## src/rtl/multicast_group_table_macros.svh

```systemverilog
// ----------------------------------------------------------------------------
// Multicast group table assertion macros
// Shared concurrent assertion forms, clocked on aclk, off during reset.
// ----------------------------------------------------------------------------
`ifndef MULTICAST_GROUP_TABLE_MACROS_SVH
`define MULTICAST_GROUP_TABLE_MACROS_SVH

// same-cycle implication
`define MCG_ASSERT_IMPL(lbl, ante, cons, msg) \
    lbl: assert property (@(posedge aclk) disable iff (!aresetn) (ante) |-> (cons)) \
        else $error(msg);

// next-cycle implication
`define MCG_ASSERT_NEXT(lbl, ante, cons, msg) \
    lbl: assert property (@(posedge aclk) disable iff (!aresetn) (ante) |=> (cons)) \
        else $error(msg);

`endif

```

## src/rtl/mcg_pkg.sv

```systemverilog
// ----------------------------------------------------------------------------
// mcg_pkg
// Sizes, codes and types of the multicast group table.
// ----------------------------------------------------------------------------
package mcg_pkg;

    localparam int HASH_BUCKETS     = 256;
    localparam int OVERFLOW_ENTRIES = 256;
    localparam int SLOTS_PER_ENTRY  = 8;
    localparam int TOTAL_ENTRIES    = HASH_BUCKETS + OVERFLOW_ENTRIES;

    localparam int ENT_W     = $clog2(TOTAL_ENTRIES);
    localparam int OVF_W     = $clog2(OVERFLOW_ENTRIES);
    localparam int SLOT_W    = $clog2(SLOTS_PER_ENTRY);
    localparam int SCAN_W    = $clog2(SLOTS_PER_ENTRY + 1);
    localparam int STEP_W    = $clog2(TOTAL_ENTRIES + 1);
    localparam int ID_W      = 64;
    localparam int MEMBER_W  = 24;
    localparam int SLOT_BITS = MEMBER_W + 1;
    localparam int BUCKET_W  = 8;

    typedef logic [SLOT_BITS-1:0]                      slot_t;   // [24] valid, [23:0] member
    typedef logic [SLOTS_PER_ENTRY-1:0][SLOT_BITS-1:0] slot_row_t;

    typedef enum logic [2:0] {
        ST_OK          = 3'd0,
        ST_NOT_FOUND   = 3'd1,
        ST_NO_MEMBER   = 3'd2,
        ST_FULL        = 3'd3,
        ST_NO_OVERFLOW = 3'd4,
        ST_BAD_CHAIN   = 3'd5
    } status_t;

    typedef enum logic {
        OP_ATTACH = 1'b0,
        OP_DETACH = 1'b1
    } op_t;

    typedef enum logic [3:0] {
        S_CLEAR,
        S_IDLE,
        S_RD_ENT,
        S_CHK_ENT,
        S_FREE_SCAN,
        S_RD_ROW,
        S_SCAN,
        S_COMMIT,
        S_LINK,
        S_FIN
    } state_t;

    typedef struct packed {
        logic             rd_en;
        logic [ENT_W-1:0] rd_addr;
        logic [ENT_W-1:0] wr_addr;
        logic             id_we;
        logic [ID_W-1:0]  id_hi;
        logic [ID_W-1:0]  id_lo;
        logic             row_we;
        slot_row_t        row;
        logic             link_we;
        logic [ENT_W-1:0] link_addr;
        logic [ENT_W-1:0] link_data;
    } mem_req_t;

    typedef struct packed {
        logic [ID_W-1:0]  id_hi;
        logic [ID_W-1:0]  id_lo;
        logic [ENT_W-1:0] link;
        slot_row_t        row;
    } mem_rsp_t;

    typedef struct packed {
        status_t          status;
        logic [ENT_W-1:0] entry;
    } result_t;

endpackage

```

## src/rtl/mcg_seq.sv

```systemverilog
// ----------------------------------------------------------------------------
// mcg_seq
// Sequencer: clearing pass, chain walk, free overflow search, slot scan with
// one shared slot compare, and commit and tail link writes.
// ----------------------------------------------------------------------------
`include "multicast_group_table_macros.svh"

module mcg_seq (
    input  logic                          aclk,
    input  logic                          aresetn,
    input  logic                          in_valid,
    output logic                          in_ready,
    input  mcg_pkg::op_t                  in_op,
    input  logic [mcg_pkg::ID_W-1:0]      in_id_hi,
    input  logic [mcg_pkg::ID_W-1:0]      in_id_lo,
    input  logic [mcg_pkg::BUCKET_W-1:0]  in_bucket,
    input  logic [mcg_pkg::MEMBER_W-1:0]  in_member,
    input  logic                          out_free,
    output logic                          res_valid,
    output mcg_pkg::result_t              res,
    output mcg_pkg::mem_req_t             mem_req,
    input  mcg_pkg::mem_rsp_t             mem_rsp
);

    localparam int ENT_W = mcg_pkg::ENT_W;
    localparam int SLOTS = mcg_pkg::SLOTS_PER_ENTRY;

    mcg_pkg::state_t state_reg, state_next;
    mcg_pkg::op_t    op_reg, op_next;
    logic [mcg_pkg::ID_W-1:0]     hi_reg, hi_next, lo_reg, lo_next;
    logic [mcg_pkg::MEMBER_W-1:0] member_reg, member_next;
    logic [ENT_W-1:0] cur_reg, cur_next, head_reg, head_next;
    logic [ENT_W-1:0] target_reg, target_next, tail_reg, tail_next;
    logic [ENT_W-1:0] clr_reg, clr_next;
    logic [mcg_pkg::STEP_W-1:0] steps_reg, steps_next;
    logic [mcg_pkg::OVF_W-1:0]  fidx_reg, fidx_next;
    logic [mcg_pkg::SCAN_W-1:0] scan_reg, scan_next;
    logic [mcg_pkg::SLOT_W-1:0] loc_reg, loc_next;
    logic have_reg, have_next, link_reg, link_next;
    logic [mcg_pkg::OVERFLOW_ENTRIES-1:0] free_map_reg, free_map_next;
    mcg_pkg::result_t res_reg, res_next;

    // shared slot compare
    mcg_pkg::slot_t             slot_cur, slot_want;
    logic                       scan_end, slot_hit, have_now, id_zero, id_match;
    logic [mcg_pkg::SLOT_W-1:0] loc_now, last_idx;
    logic [mcg_pkg::STEP_W-1:0] steps_inc;
    mcg_pkg::slot_row_t         row_new;

    always_ff @(posedge aclk) begin
        if (!aresetn) begin
            state_reg    <= mcg_pkg::S_CLEAR;
            clr_reg      <= '0;
            free_map_reg <= '1;
            scan_reg     <= '0;
            steps_reg    <= '0;
            link_reg     <= 1'b0;
        end else begin
            state_reg    <= state_next;
            clr_reg      <= clr_next;
            free_map_reg <= free_map_next;
            scan_reg     <= scan_next;
            steps_reg    <= steps_next;
            link_reg     <= link_next;
        end
    end

    always_ff @(posedge aclk) begin
        op_reg     <= op_next;
        hi_reg     <= hi_next;
        lo_reg     <= lo_next;
        member_reg <= member_next;
        cur_reg    <= cur_next;
        head_reg   <= head_next;
        target_reg <= target_next;
        tail_reg   <= tail_next;
        fidx_reg   <= fidx_next;
        loc_reg    <= loc_next;
        have_reg   <= have_next;
        res_reg    <= res_next;
    end

    always_comb begin
        slot_want = {1'b1, member_reg};
        slot_cur  = mem_rsp.row[scan_reg[mcg_pkg::SLOT_W-1:0]];
        scan_end  = (scan_reg == mcg_pkg::SCAN_W'(SLOTS));
        slot_hit  = !scan_end && (slot_cur == slot_want);
        have_now  = have_reg || slot_hit;
        loc_now   = slot_hit ? scan_reg[mcg_pkg::SLOT_W-1:0] : loc_reg;
        last_idx  = mcg_pkg::SLOT_W'(scan_reg - 1'b1);
        id_zero   = (mem_rsp.id_hi == '0) && (mem_rsp.id_lo == '0);
        id_match  = (mem_rsp.id_hi == hi_reg) && (mem_rsp.id_lo == lo_reg);
        steps_inc = steps_reg + 1'b1;

        row_new = mem_rsp.row;
        if (op_reg == mcg_pkg::OP_ATTACH) begin
            row_new[loc_reg] = {1'b1, member_reg};
        end else begin
            row_new[loc_reg]  = mem_rsp.row[last_idx];
            row_new[last_idx] = '0;
        end
    end

    always_comb begin
        state_next    = state_reg;
        op_next       = op_reg;
        hi_next       = hi_reg;
        lo_next       = lo_reg;
        member_next   = member_reg;
        cur_next      = cur_reg;
        head_next     = head_reg;
        target_next   = target_reg;
        tail_next     = tail_reg;
        clr_next      = clr_reg;
        steps_next    = steps_reg;
        fidx_next     = fidx_reg;
        scan_next     = scan_reg;
        loc_next      = loc_reg;
        have_next     = have_reg;
        link_next     = link_reg;
        free_map_next = free_map_reg;
        res_next      = res_reg;
        in_ready      = 1'b0;
        res_valid     = 1'b0;

        mem_req           = '0;
        mem_req.rd_addr   = cur_reg;
        mem_req.wr_addr   = target_reg;
        mem_req.id_hi     = hi_reg;
        mem_req.id_lo     = lo_reg;
        mem_req.row       = row_new;
        mem_req.link_addr = target_reg;

        unique case (state_reg)
            mcg_pkg::S_CLEAR: begin
                mem_req.wr_addr   = clr_reg;
                mem_req.link_addr = clr_reg;
                mem_req.id_hi     = '0;
                mem_req.id_lo     = '0;
                mem_req.row       = '0;
                mem_req.id_we     = 1'b1;
                mem_req.row_we    = 1'b1;
                mem_req.link_we   = 1'b1;
                clr_next          = clr_reg + 1'b1;
                if (clr_reg == ENT_W'(mcg_pkg::TOTAL_ENTRIES - 1)) begin
                    state_next = mcg_pkg::S_IDLE;
                end
            end
            mcg_pkg::S_IDLE: begin
                in_ready = 1'b1;
                if (in_valid) begin
                    op_next     = in_op;
                    hi_next     = in_id_hi;
                    lo_next     = in_id_lo;
                    member_next = in_member;
                    // bucket range equals the head count, so no wrap needed
                    head_next   = ENT_W'(in_bucket);
                    cur_next    = ENT_W'(in_bucket);
                    steps_next  = '0;
                    state_next  = mcg_pkg::S_RD_ENT;
                end
            end
            mcg_pkg::S_RD_ENT: begin
                mem_req.rd_en = 1'b1;
                state_next    = mcg_pkg::S_CHK_ENT;
            end
            mcg_pkg::S_CHK_ENT: begin
                priority if ((id_zero && cur_reg == head_reg) || (!id_zero && id_match)) begin
                    target_next = cur_reg;
                    link_next   = 1'b0;
                    state_next  = mcg_pkg::S_RD_ROW;
                end else if (id_zero) begin
                    res_next   = '{mcg_pkg::ST_BAD_CHAIN, cur_reg};
                    state_next = mcg_pkg::S_FIN;
                end else if (mem_rsp.link == '0) begin
                    tail_next = cur_reg;
                    if (op_reg == mcg_pkg::OP_ATTACH) begin
                        fidx_next  = '0;
                        state_next = mcg_pkg::S_FREE_SCAN;
                    end else begin
                        res_next   = '{mcg_pkg::ST_NOT_FOUND, '0};
                        state_next = mcg_pkg::S_FIN;
                    end
                end else if (steps_inc >= mcg_pkg::STEP_W'(mcg_pkg::TOTAL_ENTRIES)) begin
                    // link width covers the table exactly; only the step limit trips
                    res_next   = '{mcg_pkg::ST_BAD_CHAIN, cur_reg};
                    state_next = mcg_pkg::S_FIN;
                end else begin
                    steps_next = steps_inc;
                    cur_next   = mem_rsp.link;
                    state_next = mcg_pkg::S_RD_ENT;
                end
            end
            mcg_pkg::S_FREE_SCAN: begin
                priority if (free_map_reg[fidx_reg]) begin
                    target_next = ENT_W'(mcg_pkg::HASH_BUCKETS) + ENT_W'(fidx_reg);
                    link_next   = 1'b1;
                    state_next  = mcg_pkg::S_RD_ROW;
                end else if (fidx_reg == mcg_pkg::OVF_W'(mcg_pkg::OVERFLOW_ENTRIES - 1)) begin
                    res_next   = '{mcg_pkg::ST_NO_OVERFLOW, '0};
                    state_next = mcg_pkg::S_FIN;
                end else begin
                    fidx_next = fidx_reg + 1'b1;
                end
            end
            mcg_pkg::S_RD_ROW: begin
                mem_req.rd_en   = 1'b1;
                mem_req.rd_addr = target_reg;
                scan_next       = '0;
                have_next       = 1'b0;
                state_next      = mcg_pkg::S_SCAN;
            end
            mcg_pkg::S_SCAN: begin
                if (op_reg == mcg_pkg::OP_ATTACH) begin
                    priority if (scan_end) begin
                        res_next   = '{mcg_pkg::ST_FULL, target_reg};
                        state_next = mcg_pkg::S_FIN;
                    end else if (!slot_cur[mcg_pkg::MEMBER_W]) begin
                        loc_next   = scan_reg[mcg_pkg::SLOT_W-1:0];
                        state_next = mcg_pkg::S_COMMIT;
                    end else begin
                        scan_next = scan_reg + 1'b1;
                    end
                end else begin
                    have_next = have_now;
                    loc_next  = loc_now;
                    if (scan_end || !slot_cur[mcg_pkg::MEMBER_W]) begin
                        if (have_now) begin
                            state_next = mcg_pkg::S_COMMIT;
                        end else begin
                            res_next   = '{mcg_pkg::ST_NO_MEMBER, target_reg};
                            state_next = mcg_pkg::S_FIN;
                        end
                    end else begin
                        scan_next = scan_reg + 1'b1;
                    end
                end
            end
            mcg_pkg::S_COMMIT: begin
                mem_req.row_we = 1'b1;
                res_next       = '{mcg_pkg::ST_OK, target_reg};
                if (op_reg == mcg_pkg::OP_ATTACH) begin
                    mem_req.id_we     = 1'b1;
                    mem_req.link_we   = link_reg;
                    mem_req.link_data = '0;
                end
                if (op_reg == mcg_pkg::OP_ATTACH && link_reg) begin
                    free_map_next[fidx_reg] = 1'b0;
                    state_next              = mcg_pkg::S_LINK;
                end else begin
                    state_next = mcg_pkg::S_FIN;
                end
            end
            mcg_pkg::S_LINK: begin
                mem_req.link_we   = 1'b1;
                mem_req.link_addr = tail_reg;
                mem_req.link_data = target_reg;
                state_next        = mcg_pkg::S_FIN;
            end
            mcg_pkg::S_FIN: begin
                if (out_free) begin
                    res_valid  = 1'b1;
                    state_next = mcg_pkg::S_IDLE;
                end
            end
            default: state_next = mcg_pkg::S_IDLE;
        endcase
    end

    assign res = res_reg;

    `MCG_ASSERT_NEXT(a_free_map_mono, 1'b1, $countones(free_map_reg) <= $past($countones(free_map_reg)), "overflow entry returned to free map")
    `MCG_ASSERT_IMPL(a_scan_bound, 1'b1, scan_reg <= mcg_pkg::SCAN_W'(SLOTS), "slot scan ran past row")
    `MCG_ASSERT_IMPL(a_link_attach, state_reg == mcg_pkg::S_LINK, link_reg && op_reg == mcg_pkg::OP_ATTACH, "tail link written without new overflow entry")

endmodule
```

## config.mk

```make
export PLATFORM = sky130hd
export DESIGN_NAME = mcg_seq
export DESIGN_NICKNAME = d
export VERILOG_FILES = /design/src/rtl/mcg_pkg.sv /design/src/rtl/mcg_seq.sv
export VERILOG_INCLUDE_DIRS = /design/src /design/src/rtl
export SDC_FILE = /design/constraint.sdc
export NUM_CORES = 1
export LEC_CHECK = 0
export BUFFER_PORTS_ARGS = -buffer_cell sky130_fd_sc_hd__buf_2
export CAP_MARGIN = 5
export CORE_AREA = 2 2 348 350
export CTS_BUF_LIST = sky130_fd_sc_hd__clkbuf_4
export DETAILED_ROUTE_END_ITERATION = 16
export DIE_AREA = 0 0 350 352
export GPL_TIMING_DRIVEN = 0
export PLACE_DENSITY = 0.49
export SLEW_MARGIN = 20
export SYNTH_ARGS = -nofsm -noshare
export SYNTH_HDL_FRONTEND = slang
export SYNTH_SLANG_ARGS = --single-unit
```

## constraint.sdc

```tcl
create_clock -name aclk -period 4.9 [get_ports aclk]
set_input_delay 0 -clock aclk [delete_from_list [all_inputs] [get_ports aclk]]
set_output_delay 0 -clock aclk [all_outputs]
set_load 0.01 [all_outputs]
```

==> results of run 1 <==
cell families after synthesis:
logic type / synth area share [%]
adder cells (fa/ha/maj): 0.379
multiplexers: 10.2
XOR/XNOR: 5.31
buffers and inverters: 4.75
flip-flops: 40.6
AO/OA/AOI/OAI: 19.8
AND/OR/NAND/NOR: 19.0
stage by stage:
stage	area [um2]	total power, mW	setup slack, ns	hold slack, ns	utilization [%]
final	42800	9.75	-0.0187	0.0882	35.9
after CTS	42600	9.76	0.00256	0.00238	35.7
after global placement	36100	5.23	-2.58	0.177	30.3
after floorplan	29700	4.64	0.196	0.0989	-
after global routing	42800	10.1	-0.0247	0.0110	35.9
after detailed placement	36300	5.22	-1.39	0.178	30.4
power groups by stage:
stage	Combinational, mW	Clock [mW]	Sequential [mW]
floorplan	0.250	0	4.39
global placement	0.837	0	4.39
detailed placement	0.830	0	4.39
CTS	1.08	4.38	4.30
global route	1.15	4.61	4.30
finish	1.14	4.31	4.30
cell type report:
cell class | count | area [um2] | share of cell area [%]
buffer | 300 | 1570 | 3.66
tap | 1612 | 2020 | 4.71
multi-input combinational | 2544 | 16700 | 39.0
clock inverter | 48 | 284 | 0.663
inverter | 13 | 63.8 | 0.149
antenna | 26 | 65.1 | 0.152
timing repair buffer | 1282 | 8430 | 19.7
clock buffer | 219 | 1640 | 3.84
sequential | 496 | 12100 | 28.2
critical path, cell delays in order (launching register included):
cell	delay, ns
dfxtp_2	0.39
buf_12	0.20
buf_6	0.20
clkinv_4	0.20
ha_4	0.28
xnor2_4	0.32
nor3_4	0.09
buf_6	0.17
clkbuf_4	0.30
a221oi_1	0.38
and3_4	0.35
a21oi_1	0.10
o221ai_1	0.45
nor2_1	0.15
buf_2	0.18
repair_timing:
action | 4_1_cts | 5_1_grt
resized for setup | 202 | 18
hold buffers | 378 | 0
pin swaps | 13 | 5
endpoints found under the hold margin | 513 | 0
buffers inserted | 11 | 5
endpoints found under the setup margin | 228 | 136
how the worst max path moves through the flow:
stage                endpoint    startpoint  depth (start not counted)  slack (ns)
3_3_place_gp   member_reg[22]  state_reg[2]                          4       -2.58
5_1_grt          mem_req[103]   scan_reg[0]                         14       -0.02
6_report          mem_req[67]   scan_reg[0]                         14       -0.02
2_1_floorplan     head_reg[0]  state_reg[2]                          4        0.20
3_5_place_dp      mem_req[69]   scan_reg[0]                         13       -1.39
4_1_cts           mem_req[60]   scan_reg[1]                         15       0.003
layer usage:
metal  share of wire (%)  vias to the layer above  global-route usage (%)  wire length (um)
met2                  42                     3183                    56.5            104000
met4                 8.0                       14                    26.6             19900
met5               0.040                        -                       0               100
met3                  12                      702                    13.6             30400
met1                  38                    18900                    47.7             94000
li1                    -                    15300                       -                 -
cell usage in the layout (no fill, tap or decap), drive strengths merged, types with 76 or more instances in the layout:
cell	count
buf	975
clkbuf	445
o221ai	192
dfxtp	284
nor2b	146
xnor2	159
nand2	596
a21oi	219
edfxtp	212
dlygate4sd3	378
nor2	278
mux2i	108
o21ai	283
mux4	76
==> flow_metrics.py, run 1 <==
metrics = {
    "detailed_routing": {
        "vias": 38100,
        "wire_per_inst_um": 38.0,
        "drt_iter0_drc": 5330,
        "post-route-drc-count": 0,
        "ant_nets": 0,
        "vias_per_cell": 5.83,
        "drt_wl_total_um": 249000,
        "drt-pass1-iter-count": 6,
    },
    "sta": {
        "fmax_mhz": 203,
        "hold_viol": 0,
        "layout_min_cycle_time_ns": 4.92,
        "skew_ns": 0.183,
        "fin_ws_ns": -0.0187,
        "setup_tns_ns": -0.0187,
        "worst_slew_pin_slew_ns": 1.45,
        "slew_headroom_pct": 3.40,
        "setup_viol": 1,
        "drv_slew": 0,
        "finalCritPeriodShare_pct": 100,
    },
    "status": {
        "status": "complete, but fails checks",
        "violations": "negative setup slack",
    },
    "run": {
        "max_cap_violations": 0,
    },
    "critical_path": {
        "startpoint_type": "flip-flop",
        "regToRegSetupSlack_ns": 0.02,
        "criticalPathCategory": "flip-flop to output port",
        "worstPathArrival_ns": 4.92,
        "worstPathRequired_ns": 4.90,
        "r2r-end": "res[6]",
        "cp_max_fo": 10,
        "r2r_cells": 11,
        "r2r-start": "scan_reg[2]",
        "end_kind": "output port",
    },
    "synthesis": {
        "synth.area.top_cells": "edfxtp_1 21%, dfxtp_1 19%, nand2_1 7.5%, o221ai_1 5.7%, mux4_2 5.5%",
        "syn_avg_cell_area_um2": 8.80,
        "yosys.area.top_type": "edfxtp_1",
        "synth_top_area_share_pct": 21.5,
        "yosys_warnings": 0,
        "yosysMostFrequentCell": "nand2_1",
        "async_reset_ff_share_pct": 0,
        "ys_seq_area_share_pct": 40.6,
        "synth_edf_count": 212,
        "synth_ff_type": "dfxtp_1",
        "synthDistinctLibCells": 68,
        "syn_inst": 3374,
        "synth.ff_latch_count": 496,
        "synth_fp_nets": 3885,
        "synth_area_um2": 29700,
        "synthTopCellsByCount": "596 x nand2_1, 284 x dfxtp_1, 280 x o21ai_0, 278 x nor2_1, 244 x clkbuf_1",
    },
    "cts": {
        "cts_sinks": 496,
        "path_clk_slew_ns": 0.06,
        "htreeDepth": 4,
        "clkLatencyLatePin_ns": 1.22,
        "cts-root-buf": "clkbuf_4",
        "clockBufferDepth": 3,
        "cts_tree": "built",
        "numCtsBuffers": 149,
    },
    "global_route": {
        "grtUsageTotal_pct": 38.8,
        "grt_max_degree": 77,
        "grt_pass1_vias": 36000,
        "grt_overflow": 0,
        "grt_pass1_wl_um": 323000,
        "antenna_found_initial": 41,
    },
    "placement": {
        "place_inst": 5874,
        "place.gp.congestion": 1.07,
        "dp_hpwl_um": 190000,
        "io_buffers": 882,
    },
    "floorplan": {
        "start_util_pct": 24.9,
        "io_pins": 884,
        "core_um2": 119000,
        "rows": 127,
        "die_area_um2": 123000,
        "die_height_um": 352,
        "die_w_um": 350,
    },
    "hold_path": {
        "hold_depth": 3,
        "hold_start": "in_id_hi[30]",
        "hp-class": "input port to flip-flop",
        "whs_endpoint": "hi_reg[30]",
    },
    "power_and_ir_drop": {
        "peakVddDrop_mv": 0.225,
        "pwr-share-comb_pct": 11.7,
        "pwr-share-clk_pct": 44.2,
        "power.leakage_nw": 16.5,
        "switching_power_mw": 2.79,
        "internal_power_mw": 6.96,
        "seqPwrFrac_pct": 44.1,
        "netSwitchingFraction_pct": 28.6,
        "power_density_nw_per_um2": 228,
    },
    "final_layout": {
        "nets": 5297,
        "largest_reg_flops": 256,
        "syn2layout_area_growth_pct": 44.3,
        "fin_cells": 6540,
        "drive_gt1_share_pct": 29.6,
        "nFillCells": 12700,
    },
}
(Power assumes the default switching activity.)
==> run 2, diff against run 1 <==
--- a/config.mk
+++ b/config.mk
@@ -14,6 +14,7 @@
 export DIE_AREA = 0 0 350 352
 export GPL_TIMING_DRIVEN = 0
 export PLACE_DENSITY = 0.49
+export SETUP_SLACK_MARGIN = 0.02
 export SLEW_MARGIN = 20
 export SYNTH_ARGS = -nofsm -noshare
 export SYNTH_HDL_FRONTEND = slang
==> run 2 against run 1 <==
  * The flow now finishes without violations
  * Fmax rose by 0.54%
  * Worst setup slack better by 0.026 ns
  * Core utilization grew 0.058 points
  * Combinational power barely moved
  * Die area unchanged
  * Clock skew decreased by 0.0092 ns
  * Cell count stayed put
  * Clock power about the same
  * Global-route usage decreased by 0.071 points
  * Power is essentially flat
  * Cell area is 0.16% higher
  * Critical path type unchanged
==> flow_metrics.py, run 2 (synthesis gave the netlist of run 1 again) <==
metrics = {
    "cts": {
        "htreeDepth": 4,
        "cts_sinks": 496,
        "clockBufferDepth": 3,
        "cts-root-buf": "clkbuf_4",
        "numCtsBuffers": 149,
        "path_clk_slew_ns": 0.07,
        "cts_tree": "built",
        "clkLatencyLatePin_ns": 1.22,
    },
    "global_route": {
        "grt_util_met3_pct": 13.8,
        "met1_usage_pct": 47.4,
        "grt_pass1_wl_um": 322000,
        "grtUsageTotal_pct": 38.7,
        "grt_pass1_vias": 36000,
        "antenna_found_initial": 39,
        "grtUsageMet2_pct": 56.0,
        "grt_overflow": 0,
        "top_usage_layer": "met2",
        "grt_max_degree": 77,
    },
    "floorplan": {
        "die_w_um": 350,
        "die_height_um": 352,
        "rows": 127,
        "core_um2": 119000,
        "io_pins": 884,
        "die_area_um2": 123000,
        "start_util_pct": 24.9,
    },
    "hold_path": {
        "hold_depth": 3,
        "whs_endpoint": "hi_reg[7]",
        "hold_start": "in_id_hi[7]",
        "hp-class": "input port to flip-flop",
    },
    "sta": {
        "hold_ws_ns": 0.119,
        "drv_slew": 0,
        "slew_headroom_pct": 8.94,
        "worst_slew_pin_slew_ns": 1.37,
        "setup_viol": 0,
        "hold_viol": 0,
        "finalCritPeriodShare_pct": 99.8,
        "layout_min_cycle_time_ns": 4.89,
        "fmax_mhz": 204,
        "skew_ns": 0.174,
    },
    "placement": {
        "io_buffers": 882,
        "dp_hpwl_um": 190000,
        "place.gp.congestion": 1.07,
    },
    "power_and_ir_drop": {
        "internal_power_mw": 6.96,
        "total_power_mw": 9.74,
        "seqPwrFrac_pct": 44.1,
        "pwr-share-comb_pct": 11.7,
        "netSwitchingFraction_pct": 28.6,
        "switching_power_mw": 2.78,
        "power.leakage_nw": 16.5,
        "peakVddDrop_mv": 0.229,
        "power_density_nw_per_um2": 227,
        "pwr-share-clk_pct": 44.2,
    },
    "critical_path": {
        "worstPathRequired_ns": 4.90,
        "criticalPathCategory": "flip-flop to output port",
        "end_kind": "output port",
        "startpoint_type": "flip-flop",
        "r2r_cells": 12,
        "worstPathArrival_ns": 4.89,
        "r2r-start": "scan_reg[2]",
        "regToRegSetupSlack_ns": 0.02,
        "r2r-end": "res[6]",
        "cp_max_fo": 10,
    },
    "final_layout": {
        "multiInputGateArea_um2": 16700,
        "nets": 5301,
        "final_cell_mix": "908 x buf_2, 596 x nand2_1, 378 x dlygate4sd3_1",
        "final_common_cell": "buf_2",
        "nFillCells": 12700,
        "largest_reg_flops": 256,
        "syn2layout_area_growth_pct": 44.5,
        "seqCellArea_um2": 12100,
        "drive_gt1_share_pct": 29.8,
    },
    "status": {
        "status": "completed",
    },
    "detailed_routing": {
        "vias": 38000,
        "drt_wl_total_um": 248000,
        "wire_per_inst_um": 37.9,
        "drt_iter0_drc": 5405,
        "post-route-drc-count": 0,
        "drt-pass1-iter-count": 6,
        "ant_nets": 0,
        "vias_per_cell": 5.81,
    },
    "run": {
        "max_cap_violations": 0,
    },
}
## run 2: critical path: stages, from the launching register on
cell and delay, ns:
dfxtp_2 0.39, buf_12 0.20, buf_6 0.20, clkinv_4 0.20, ha_4 0.28, xnor2_4 0.19, buf_4 0.19, nor2_4 0.23
clkbuf_4 0.39, clkdlybuf4s15_2 0.61, a21oi_1 0.12, o221ai_2 0.37, nor2_1 0.16, buf_2 0.19
## run 2: metal layers
| layer | vias up | part of all wire, % |
|---|---|---|
| met5 | - | 0.054 |
| met1 | 18700 | 38 |
| met4 | 18 | 8.3 |
| met2 | 3158 | 42 |
| met3 | 804 | 12 |
| li1 | 15300 | - |
## run 2: worst max path at each step
stage	slack (ns)	start	to
final	0.008	scan_reg[0]	mem_req[152]
after global routing	-0.01	scan_reg[0]	mem_req[102]
after CTS	0.03	scan_reg[1]	mem_req[63]
after detailed placement	-1.39	scan_reg[0]	mem_req[69]
after global placement	-2.58	state_reg[2]	member_reg[22]
after floorplan	0.20	state_reg[2]	head_reg[0]
## run 2: cell type report
cell class,count,share of cell area [%]
tap,1612,4.70
clock buffer,219,3.83
buffer,300,3.67
inverter,13,0.149
timing repair buffer,1286,19.8
multi-input combinational,2544,39.0
clock inverter,48,0.662
sequential,496,28.1
antenna,22,0.128
## run 2: metrics by stage
| step | utilization [%] | std cells | instance area [um2] | setup TNS [ns] | setup WS [ns] |
|---|---|---|---|---|---|
| after floorplan | - | 3374 | 29700 | 0 | 0.196 |
| after global placement | 30.3 | 5868 | 36100 | -653.50 | -2.58 |
| after detailed placement | 30.4 | 5874 | 36300 | -134.90 | -1.39 |
| after CTS | 35.8 | 6514 | 42700 | 0 | 0.0299 |
| after global routing | 35.9 | 6528 | 42900 | -0.0242 | -0.0148 |
| final | 35.9 | 6540 | 42900 | 0 | 0.00760 |
## run 2: timing repair
action,CTS,global route
endpoints found under the hold margin,513,0
gates resized for setup,213,16
cloned,0,1
setup buffers,11,6
pin swaps,13,7
hold buffers,378,0
setup endpoints to repair,228,113
## run 2: power by group through the flow
stage	combinational [mW]	clock, mW	sequential [mW]
floorplan	0.250	0	4.39
global placement	0.837	0	4.39
detailed placement	0.830	0	4.39
CTS	1.08	4.38	4.30
global route	1.15	4.60	4.30
finish	1.14	4.30	4.30
